## config.mk

```make
export PLATFORM = sky130hd
export DESIGN_NAME = bcgt_weights
export DESIGN_NICKNAME = d
export VERILOG_FILES = /design/src/rtl/core/bcgt_pkg.sv /design/src/rtl/core/bcgt_weights.sv
export SDC_FILE = /design/constraint.sdc
export NUM_CORES = 2
export LEC_CHECK = 0
export BUFFER_PORTS_ARGS = -buffer_cell sky130_fd_sc_hd__buf_4
export CAP_MARGIN = 10
export CORE_MARGIN = 1
export CORE_UTILIZATION = 55
export CTS_CLUSTER_SIZE = 16
export DETAILED_ROUTE_END_ITERATION = 16
export HOLD_SLACK_MARGIN = 0.03
export PLACE_DENSITY = 0.72
export SLEW_MARGIN = 20
export SYNTH_ARGS = -nofsm -noshare
export SYNTH_HDL_FRONTEND = slang
export SYNTH_SLANG_ARGS = --single-unit
```

## constraint.sdc

```tcl
create_clock -name clk -period 13.2 [get_ports clk]
set_input_delay 2.64 -clock clk [delete_from_list [all_inputs] [get_ports clk]]
set_output_delay 2.64 -clock clk [all_outputs]
set_load 0.01 [all_outputs]
```

## src/rtl/core/bcgt_pkg.sv

```systemverilog
`timescale 1ns / 1ps
// ----------------------------------------------------------------------------
// bcgt_pkg
// Shared types and constants of the cubic Bezier gait trajectory block.
// ----------------------------------------------------------------------------
package bcgt_pkg;

  // width of the configuration register index
  localparam int CFG_IDX_BITS = 3;

  // configuration register map
  typedef enum logic [CFG_IDX_BITS-1:0] {
    REG_CTRL0_X = 3'd0,
    REG_CTRL0_Y = 3'd1,
    REG_CTRL1_X = 3'd2,
    REG_CTRL1_Y = 3'd3,
    REG_CTRL2_X = 3'd4,
    REG_CTRL2_Y = 3'd5,
    REG_CTRL3_X = 3'd6,
    REG_CTRL3_Y = 3'd7
  } bcgt_reg_t;

  // reset values of the control points, q8.8
  localparam int RST_CTRL0_X = -1024;
  localparam int RST_CTRL0_Y = -3840;
  localparam int RST_CTRL1_X = -1024;
  localparam int RST_CTRL1_Y = -3328;
  localparam int RST_CTRL2_X = 768;
  localparam int RST_CTRL2_Y = -3328;
  localparam int RST_CTRL3_X = 768;
  localparam int RST_CTRL3_Y = -3840;

  // control that travels with each pipeline stage
  typedef struct packed {
    logic valid;
    logic stance;
  } bcgt_ctl_t;

endpackage

```

## src/rtl/core/bcgt_weights.sv

```systemverilog
`timescale 1ns / 1ps
// ----------------------------------------------------------------------------
// bcgt_weights
// Two pipeline stages forming the Bernstein weights of t = 2*phase modulo 1.
// ----------------------------------------------------------------------------
module bcgt_weights #(
  parameter int PHASE_BITS = 16
) (
  input  logic                  clk,
  input  logic                  rst_n,
  input  logic                  adv,
  input  bcgt_pkg::bcgt_ctl_t   in_ctl,
  input  logic [PHASE_BITS-1:0] phase,
  output bcgt_pkg::bcgt_ctl_t   w_ctl,
  output logic [PHASE_BITS:0]   w0,
  output logic [PHASE_BITS+1:0] w1,
  output logic [PHASE_BITS+1:0] w2,
  output logic [PHASE_BITS-1:0] w3
);

  localparam int P = PHASE_BITS;

  // stage 1: t, u = 1 - t, squares
  logic [P-1:0]     t;
  logic [P:0]       u;
  logic [2*P+1:0]   uu;
  logic [2*P-1:0]   tt;
  bcgt_pkg::bcgt_ctl_t s1_ctl_r, s1_ctl_nxt;
  logic [P-1:0]     t_r;
  logic [P:0]       u_r;
  logic [P:0]       u2_r;
  logic [P-1:0]     t2_r;

  always_comb begin
    t   = {phase[P-2:0], 1'b0};
    u   = {1'b1, {P{1'b0}}} - {1'b0, t};
    uu  = (2*P+2)'(u) * (2*P+2)'(u);
    tt  = (2*P)'(t) * (2*P)'(t);
    s1_ctl_nxt.valid  = in_ctl.valid;
    s1_ctl_nxt.stance = phase[P-1];
  end

  always_ff @(posedge clk) begin
    if (!rst_n) begin
      s1_ctl_r <= '0;
    end else if (adv) begin
      s1_ctl_r <= s1_ctl_nxt;
    end
  end

  always_ff @(posedge clk) begin
    if (adv) begin
      t_r             <= t;
      u_r             <= u;
      u2_r            <= uu[2*P:P];
      t2_r            <= tt[2*P-1:P];
    end
  end

  // stage 2: cubes and mixed terms, each truncated
  logic [2*P+1:0] uuu;
  logic [2*P:0]   uut;
  logic [2*P:0]   utt;
  logic [2*P-1:0] ttt;
  logic [P+1:0]   w1_nxt, w2_nxt;
  bcgt_pkg::bcgt_ctl_t s2_ctl_r;
  logic [P:0]     w0_r;
  logic [P+1:0]   w1_r, w2_r;
  logic [P-1:0]   w3_r;

  always_comb begin
    uuu    = (2*P+2)'(u2_r) * (2*P+2)'(u_r);
    uut    = (2*P+1)'(u2_r) * (2*P+1)'(t_r);
    utt    = (2*P+1)'(u_r) * (2*P+1)'(t2_r);
    ttt    = (2*P)'(t2_r) * (2*P)'(t_r);
    // times three as x + 2x
    w1_nxt = {2'b00, uut[2*P-1:P]} + {1'b0, uut[2*P-1:P], 1'b0};
    w2_nxt = {2'b00, utt[2*P-1:P]} + {1'b0, utt[2*P-1:P], 1'b0};
  end

  always_ff @(posedge clk) begin
    if (!rst_n) begin
      s2_ctl_r <= '0;
    end else if (adv) begin
      s2_ctl_r <= s1_ctl_r;
    end
  end

  always_ff @(posedge clk) begin
    if (adv) begin
      w0_r            <= uuu[2*P:P];
      w1_r            <= w1_nxt;
      w2_r            <= w2_nxt;
      w3_r            <= ttt[2*P-1:P];
    end
  end

  assign w_ctl = s2_ctl_r;
  assign w0    = w0_r;
  assign w1    = w1_r;
  assign w2    = w2_r;
  assign w3    = w3_r;

endmodule

```

==> run metrics <==
Starting Density 55.4%; Setup crit end kind register; detail-routed via count per cell 5.40; CTS tree done; class of the most critical setup path in2reg; Final #Nets about 7000; cell area after layout 52300 µm²; initial antenna violation count 0; GR Layer Usage met3 3.80%; Place WS about 2200 ps; Clock transition at path regs 60 ps; WL/cell 17.2 µm; CTS sink count 136; ranking of synthesized cells by area fa_1 43%, ha_1 15%, inv_1 9.7%; dpl cell area between 50000 and 60000 µm²; RD Place Congestion roughly 0.9; total CTS buffers 17; EDFF count, synth 132; setup_tns 0 ps; Synth-to-Final Area Change 4.92%; clock buffer depth 2; Setup WS post-layout 2560 ps; status finished, final reports clean; vias 35200; Pre-antenna DRT Iters 5; GRT Max-Usage Layer met2; ANT nets after route 0; Worst Hold Class reg2reg; Tcrit/Tclk final 80.6%; largest area contributor in the netlist fa_1; Reg2Reg Depth 33; syn avg cell area 9.27 µm²; Overflow after GRT 0; post-synthesis instance total 5375; RSZ-0062 raised after global routing false; skew final 26.6 ps; Clk Latency, worst-skew pair 510 ps; diodes inserted 0; GRT Overall Usage 26.1%; slowest CP cell fa_1; Netlist Area Pre-Place 49800 µm²; layout cell share with drive strength beyond 1 4.19%; worst endpoint required time 13430 ps; total routed wirelength ~110000 µm; post-synthesis cell type count 81; Die H 303 µm; DRC violations left 0; Startpoint Class input port; H-Tree Level Count 4; CTS root buffer clkbuf_16; Slew Viols, Final 0; # rows 110; grt met2 use ~45%; largest net degree at the start of global routing 76; # IOs 92; vias in the first global route 37900; DR iter-0 viols 1883; async set-reset flop share out of synthesis 0%; Worst-Margin Slew 908 ps; Resize count post-CTS 0; Filler Cells Inserted between 7000 and 8000; fmax 94.0 MHz; Die W 303 µm; Hold Buf Count CTS 0; first-pass GRT wire length 189000 µm; M1 GR Usage about a third; Max transition margin 39.5%; Max stage delay on crit path 600 ps; max-cap viol count 0; Hold Path Cell Cnt 2; final setup vio count 0; port bufs 90; DIE AREA 91800 µm²; Yosys warnings 0; Yosys reg bits 136; Post-DP HPWL 86400 µm; Final Hold Violating Endpoints 0; critical path peak fanout 19; post-layout min period 10640 ps; sequential-to-total area share from yosys stat 8.12%; Synth Flop Type edfxtp_1; arrival time worst endpoint ~11000 ps; post-synth top area share 43.0%; number of buffers inserted by post-CTS setup repair 0; area of the core around 90000 µm²; final cell count without fillers 6524; placed cell count between 6000 and 7000
==> stage by stage <==
step,utilization (%),hold slack [ps]
finish,58.2,521
global route,58.2,550
floorplan,-,482
global placement,57.5,499
CTS,58.2,531
detailed placement,57.5,512
==> worst paths after layout <==
check / start / to / slack [ps]
max: phase[0] / u2_r[16] / 2560
min reg2reg: w_ctl[0] / w_ctl[0] / 520
max reg2reg: u_r[8] / w2[16] / 3750
min: w_ctl[0] / w_ctl[0] / 520
==> synthesized netlist by cell type, types with 5 or more instances <==
| cell | count |
|---|---|
| nor2b_1 | 18 |
| a31oi_1 | 14 |
| and2_1 | 434 |
| xnor2_1 | 104 |
| o211ai_1 | 8 |
| xor2_1 | 44 |
| and3_1 | 15 |
| o311ai_0 | 5 |
| o21bai_1 | 13 |
| clkbuf_1 | 224 |
| nand2_1 | 774 |
| a21o_1 | 51 |
| a21oi_1 | 84 |
| nand4_1 | 14 |
| nand2b_1 | 10 |
| nor4_1 | 8 |
| or3_1 | 12 |
| nor2_1 | 161 |
| inv_1 | 1285 |
| a211oi_1 | 15 |
| nand3_1 | 28 |
| fa_1 | 1069 |
| edfxtp_1 | 132 |
| o21a_1 | 21 |
| mux2i_1 | 8 |
| nor3_1 | 39 |
| or2_2 | 10 |
| o21ai_0 | 46 |
| a211o_1 | 10 |
| ha_1 | 614 |
==> cell type report <==
cell class	count	area, µm²	share of cell area [%]
Inverter	1290	4840	9.26
Sequential cell	136	4040	7.74
Tap cell	1176	1470	2.81
Multi-Input combinational cell	3729	40100	76.7
Timing Repair Buffer	161	1210	2.32
Clock inverter	15	179	0.342
Clock buffer	17	425	0.814
==> flip-flops by register name (all words and copies together), names as in the netlist <==
name      cells
u2_r         17
w0           17
t2_r         16
w_ctl         2
w2           18
w3           16
t_r          15
u_r          15
w1           18
s1_ctl_r      2
==> kinds of logic after synthesis <==
family	Yosys count	synth area share, %
buffers and inverters	1520	11.5
multiplexers	9	0.183
AO/OA/AOI/OAI	331	4.56
XOR/XNOR	149	2.63
AND/OR/NAND/NOR	1544	14.6
adder cells (fa/ha/maj)	1684	58.4
other	2	0.0151
flip-flops	136	8.12
==> worst max-delay path: cells and delay by family <==
family	cells	cell delay, ps
fa+ha+maj	8	3820
buf+inv	8	1260
xor+xnor	1	120
compound gates	7	1660
simple gates	9	1320
==> layer usage <==
layer	wire (µm)	vias up
li1	-	16000
met1	46300	18100
met2	55500	986
met3	6860	177
met4	3340	0
met5	0	-
==> cells in the final DEF (no fill, tap or decap), drive strengths merged, types with 5 or more instances in the layout <==
| master | n |
|---|---|
| nor2 | 161 |
| and2 | 434 |
| ha | 614 |
| nor4 | 8 |
| o21bai | 13 |
| o21a | 21 |
| a21o | 51 |
| clkbuf | 17 |
| o21ai | 48 |
| buf | 161 |
| a21oi | 85 |
| xnor2 | 105 |
| nand3 | 28 |
| clkinv | 6 |
| o31ai | 5 |
| conb | 12 |
| nor3 | 39 |
| o311ai | 6 |
| a211oi | 15 |
| a31oi | 16 |
| and3 | 15 |
| xor2 | 44 |
| or3 | 13 |
| nand2b | 10 |
| o211ai | 10 |
| fa | 1069 |
| nand2 | 774 |
| or2 | 10 |
| nand4 | 14 |
| nor2b | 18 |
| mux2i | 8 |
| a211o | 10 |
| inv | 1297 |
| edfxtp | 132 |
Power is left out: the tool's default activity adds up to more than one toggle a clock period on the data nets, which glitch-free logic cannot reach.
