===== src/rtl/core/bcgt_pkg.sv =====
`timescale 1ns / 1ps
// ----------------------------------------------------------------------------
// bcgt_pkg
// Shared types and constants of the cubic Bezier gait trajectory block.
// ----------------------------------------------------------------------------
package bcgt_pkg;

  // width of the configuration register index
  localparam int CFG_IDX_BITS = 3;

  // configuration register map
  typedef enum logic [CFG_IDX_BITS-1:0] {
    REG_CTRL0_X = 3'd0,
    REG_CTRL0_Y = 3'd1,
    REG_CTRL1_X = 3'd2,
    REG_CTRL1_Y = 3'd3,
    REG_CTRL2_X = 3'd4,
    REG_CTRL2_Y = 3'd5,
    REG_CTRL3_X = 3'd6,
    REG_CTRL3_Y = 3'd7
  } bcgt_reg_t;

  // reset values of the control points, q8.8
  localparam int RST_CTRL0_X = -1024;
  localparam int RST_CTRL0_Y = -3840;
  localparam int RST_CTRL1_X = -1024;
  localparam int RST_CTRL1_Y = -3328;
  localparam int RST_CTRL2_X = 768;
  localparam int RST_CTRL2_Y = -3328;
  localparam int RST_CTRL3_X = 768;
  localparam int RST_CTRL3_Y = -3840;

  // control that travels with each pipeline stage
  typedef struct packed {
    logic valid;
    logic stance;
  } bcgt_ctl_t;

endpackage


===== src/rtl/core/bcgt_cfg.sv =====
`timescale 1ns / 1ps
// ----------------------------------------------------------------------------
// bcgt_cfg
// Control point register file, written through the configuration channel.
// ----------------------------------------------------------------------------
module bcgt_cfg #(
  parameter int COORD_BITS = 16
) (
  input  logic                                   clk,
  input  logic                                   rst_n,
  input  logic                                   cfg_valid,
  output logic                                   cfg_ready,
  input  logic [bcgt_pkg::CFG_IDX_BITS-1:0]      cfg_index,
  input  logic [COORD_BITS-1:0]                  cfg_wdata,
  output logic [3:0][COORD_BITS-1:0]             ctrl_x,
  output logic [3:0][COORD_BITS-1:0]             ctrl_y
);

  logic [3:0][COORD_BITS-1:0] ctrl_x_r;
  logic [3:0][COORD_BITS-1:0] ctrl_y_r;

  // writes are always taken
  assign cfg_ready = 1'b1;

  // register file
  always_ff @(posedge clk) begin
    if (!rst_n) begin
      ctrl_x_r[0] <= COORD_BITS'(bcgt_pkg::RST_CTRL0_X);
      ctrl_y_r[0] <= COORD_BITS'(bcgt_pkg::RST_CTRL0_Y);
      ctrl_x_r[1] <= COORD_BITS'(bcgt_pkg::RST_CTRL1_X);
      ctrl_y_r[1] <= COORD_BITS'(bcgt_pkg::RST_CTRL1_Y);
      ctrl_x_r[2] <= COORD_BITS'(bcgt_pkg::RST_CTRL2_X);
      ctrl_y_r[2] <= COORD_BITS'(bcgt_pkg::RST_CTRL2_Y);
      ctrl_x_r[3] <= COORD_BITS'(bcgt_pkg::RST_CTRL3_X);
      ctrl_y_r[3] <= COORD_BITS'(bcgt_pkg::RST_CTRL3_Y);
    end else if (cfg_valid) begin
      unique case (bcgt_pkg::bcgt_reg_t'(cfg_index))
        bcgt_pkg::REG_CTRL0_X: ctrl_x_r[0] <= cfg_wdata;
        bcgt_pkg::REG_CTRL0_Y: ctrl_y_r[0] <= cfg_wdata;
        bcgt_pkg::REG_CTRL1_X: ctrl_x_r[1] <= cfg_wdata;
        bcgt_pkg::REG_CTRL1_Y: ctrl_y_r[1] <= cfg_wdata;
        bcgt_pkg::REG_CTRL2_X: ctrl_x_r[2] <= cfg_wdata;
        bcgt_pkg::REG_CTRL2_Y: ctrl_y_r[2] <= cfg_wdata;
        bcgt_pkg::REG_CTRL3_X: ctrl_x_r[3] <= cfg_wdata;
        bcgt_pkg::REG_CTRL3_Y: ctrl_y_r[3] <= cfg_wdata;
        default:               ctrl_x_r[0] <= ctrl_x_r[0];
      endcase
    end
  end

  assign ctrl_x = ctrl_x_r;
  assign ctrl_y = ctrl_y_r;

endmodule


===== config.mk =====
export PLATFORM = sky130hd
export DESIGN_NAME = bcgt_cfg
export DESIGN_NICKNAME = d
export VERILOG_FILES = /design/src/rtl/core/bcgt_pkg.sv /design/src/rtl/core/bcgt_cfg.sv
export SDC_FILE = /design/constraint.sdc
export NUM_CORES = 1
export LEC_CHECK = 0
export BUFFER_PORTS_ARGS = -buffer_cell sky130_fd_sc_hd__clkbuf_2
export CORE_MARGIN = 3
export CORE_UTILIZATION = 40
export CTS_CLUSTER_DIAMETER = 50
export DETAILED_ROUTE_END_ITERATION = 7
export PLACE_DENSITY_LB_ADDON = 0.25
export SYNTH_ARGS = -nofsm -noshare
export SYNTH_HDL_FRONTEND = slang
export SYNTH_SLANG_ARGS = --single-unit

===== constraint.sdc =====
create_clock -name clk -period 2.35 [get_ports clk]
set_input_delay 0.47 -clock clk [delete_from_list [all_inputs] [get_ports clk]]
set_output_delay 0.47 -clock clk [all_outputs]
set_load 0.005 [all_outputs]

==> metrics.md <==
| Metric | Value |
|---|---|
| Post-CTS Setup Bufs | `0` |
| Row cnt | `39` |
| Initial DRC count | `231` |
| Reg-to-reg startpoint | `ctrl_y[61]$_SDFFE_PN1P_` |
| Die area | `13300 um^2` |
| Max Freq | `0.730 GHz` |
| Slowest-stage cell, CP | `dfxtp_1` |
| Grt ovf | `0` |
| Compound-Gate Fraction of Synth Area | `0` |
| Worst VDD drop | `0.374 mV` |
| Largest net degree at the start of global routing | `53` |
| Hold wc startpoint | `cfg_wdata[15]` |
| Syn avg cell area | `10.6 um^2` |
| CTS HTree Levels | `4` |
| Run status | `finished, final reports clean` |
| Total negative slack | `0 ns` |
| Final net count | `615` |
| Final cell count without fillers | `749` |
| Critical Path Source | `ctrl_x[30]$_SDFFE_PN1P_` |
| Clock network latency to the later pin of the worst-skew pair | `0.41 ns` |
| Fillcell total | `1073` |
| Yosys top cell area share | `0.535` |
| Sw power | `0.00111 W` |
| DRC | `0` |
| Xor/xnor share of the synthesized area | `0` |
| Power share of the combinational group | `0.055` |
| Top delay family on crit path | `flip-flops` |
| Placer Congestion | `0.765` |
| Area growth from synthesis to layout | `29.7%` |
| Core ar. | `11600 um^2` |
| Synth top area cells | `dfxtp_1, mux2i_1, nand2_1` |
| Final setup fails | `0` |
| Multiplexer area fraction after synthesis | `0.267` |
| CTS root buffer | `clkbuf_16` |
| Ratio of final minimum period to clock period | `0.583` |
| WL per Instance | `15.9 um` |
| Synth Net Count | `472` |
| Startpoint Class | `register` |
| Unrepaired setup endpoints after global routing | `no` |
| Width of the die | `115 um` |
| Critical path class | `register to output pin` |
| Synth Area in Adders | `0` |
| Clock buffer depth | `2` |
| Max_cap viols | `0` |
| Internal power | `0.00397 W` |
| Combinational family with the most area after synthesis | `multiplexers` |
| Worst-Margin Slew | `0.734 ns` |
| Total CTS buffers | `17` |
| P per Cell Area | `819 nW/um^2` |
| Data required, critical path | `1.88 ns` |
| Vias in the first global route | `3596` |
| Clk slew on worst S/H paths | `0.05 ns` |
| Simple-Gate Fraction of Synth Area | `0.161` |
| Antenna diode instance count | `0` |
| Mapped Area | `4790 um^2` |
| Multi-input logic area | `2060 um^2` |
| Clock Skews | `0 ns` |
| Initial antenna violation count | `0` |
| Hold buffers post-CTS | `0` |
| Buffers & Inverters on Critical Path | `1` |
| Max Slew Vio Count | `0` |
| CTS tree | `done` |
| Vias per cell | `4.78` |
| Port bufs | `149` |
| Initial core utilization | `0.414` |
| Critical Path End Type | `output pin` |
| Slew headroom | `0.509` |
| Cell variety after synth | `15` |
| DIE HEIGHT | `115 um` |
| DRT Wirelength | `11900 um` |
| First-pass GRT wire length | `18700 um` |
| Vias | `3577` |
| Post-synthesis sequential area ratio | `0.535` |
| Register share of total power | `0.442` |
| Drt pass-1 iters | `6` |
| Switching portion of total power | `0.219` |
| Final hold violation count | `0` |
| Register Area | `2560 um^2` |
| Layout cells sized above 1 | `0.314` |
| Final HPWL DP | `8410 um` |
| Clock power frac | `0.504` |
| # resized after CTS | `0` |
| Inst Count DP | `717` |
| LEAKAGE | `3.17 nW` |
| #FFs+latches synth | `128` |
| Post-DRT Antenna Nets | `0` |
| Final Critical Period | `1.37 ns` |
| Syn Inst Count | `450` |
| Ports | `151` |
| Worst path max stage delay | `0.37 ns` |
| Max FO, Critical Path | `2` |
| HP Class | `input port to register` |
| Syn. warnings | `0` |
| Yosys top cell by area | `dfxtp_1` |
| Worst EP arrival | `0.90 ns` |
| GR Util All Layers | `0.182` |
| Worst path cell trace | `clkbuf_2` |
| # clock sinks | `128` |
-- cells by family after synthesis --
kind of cell | Yosys count
AND/OR/NAND/NOR | 160
multiplexers | 128
flip-flops | 128
buffers and inverters | 33
other | 1
-- worst paths after layout --
path                            slack (ns)  cells past startpoint                       to
worst max-delay path                  0.98                      1               ctrl_x[30]
worst min-delay path                  0.34                      3  ctrl_x[63]$_SDFFE_PN0P_
worst max register to register        1.68                      2  ctrl_y[61]$_SDFFE_PN1P_
worst min register to register        0.46                      2  ctrl_x[45]$_SDFFE_PN0P_
-- cell usage after synthesis --
library cell,instances
nor2b_1,46
nand4bb_1,1
and4bb_2,2
nand4_2,1
clkbuf_1,17
conb_1,1
buf_2,11
or4b_1,1
nand2_1,106
dfxtp_1,128
buf_6,1
buf_4,3
buf_12,1
nand4b_1,3
mux2i_1,128
-- routing by layer --
layer	vias to the layer above	part of all wire	GRT usage
met1	1700	0.47	0.241
met2	95	0.47	0.293
met3	12	0.050	0.0496
met5	-	0	0
met4	0	0.0095	0.0563
li1	1770	-	-
-- worst min-delay path: cells and delay by family --
family	cells	cell delay, ns
and+or+nand+nor	1	0.07
muxes	1	0.06
buffers and inverters	1	0.09
-- metrics by stage --
stage | power [W] | hold slack [ns] | util | instance area [um^2] | setup slack [ns]
2_1_floorplan | 0.00245 | 0.451 | - | 4790 | 0.820
3_3_place_gp | 0.00257 | 0.443 | 0.487 | 5630 | 0.641
3_5_place_dp | 0.00258 | 0.451 | 0.487 | 5630 | 0.561
4_1_cts | 0.00513 | 0.333 | 0.537 | 6210 | 0.956
5_1_grt | 0.00526 | 0.327 | 0.537 | 6210 | 0.863
6_report | 0.00509 | 0.340 | 0.537 | 6210 | 0.981
-- sequential cells by signal, summed over array words and instances (netlist names) --
| signal | count |
|---|---|
| ctrl_x | 64 |
| ctrl_y | 64 |
-- area by class of cell --
type                       count  area share
multi-input combinational    289       0.331
clock buffer                  22      0.0763
sequential                   128       0.412
timing repair buffer         157       0.134
tap                          143      0.0288
clock inverter                10      0.0177
-- power by group through the flow --
stage          clock network [W]  registers, W  logic (W)
6_report                 0.00256       0.00225   0.000278
5_1_grt                  0.00270       0.00225   0.000308
4_1_cts                  0.00260       0.00225   0.000283
3_5_place_dp                   0       0.00229   0.000282
3_3_place_gp                   0       0.00229   0.000276
2_1_floorplan                  0       0.00229   0.000157
-- placed cells by master (no fill, tap or decap) --
| cell type | n |
|---|---|
| clkbuf_2 | 148 |
| mux2i_1 | 128 |
| dfxtp_1 | 128 |
| nand2_1 | 106 |
| nor2b_1 | 46 |
| clkbuf_16 | 17 |
| buf_4 | 7 |
| clkinv_2 | 4 |
| clkinvlp_4 | 4 |
| nand4b_1 | 3 |
| clkbuf_8 | 3 |
| and4bb_2 | 2 |
| bufinv_16 | 2 |
| clkbuf_1 | 2 |
| buf_12 | 2 |
| nand4bb_1 | 1 |
| nand4_2 | 1 |
| or4b_1 | 1 |
| conb_1 | 1 |
No activity file was read; power rests on OpenSTA's default activity.
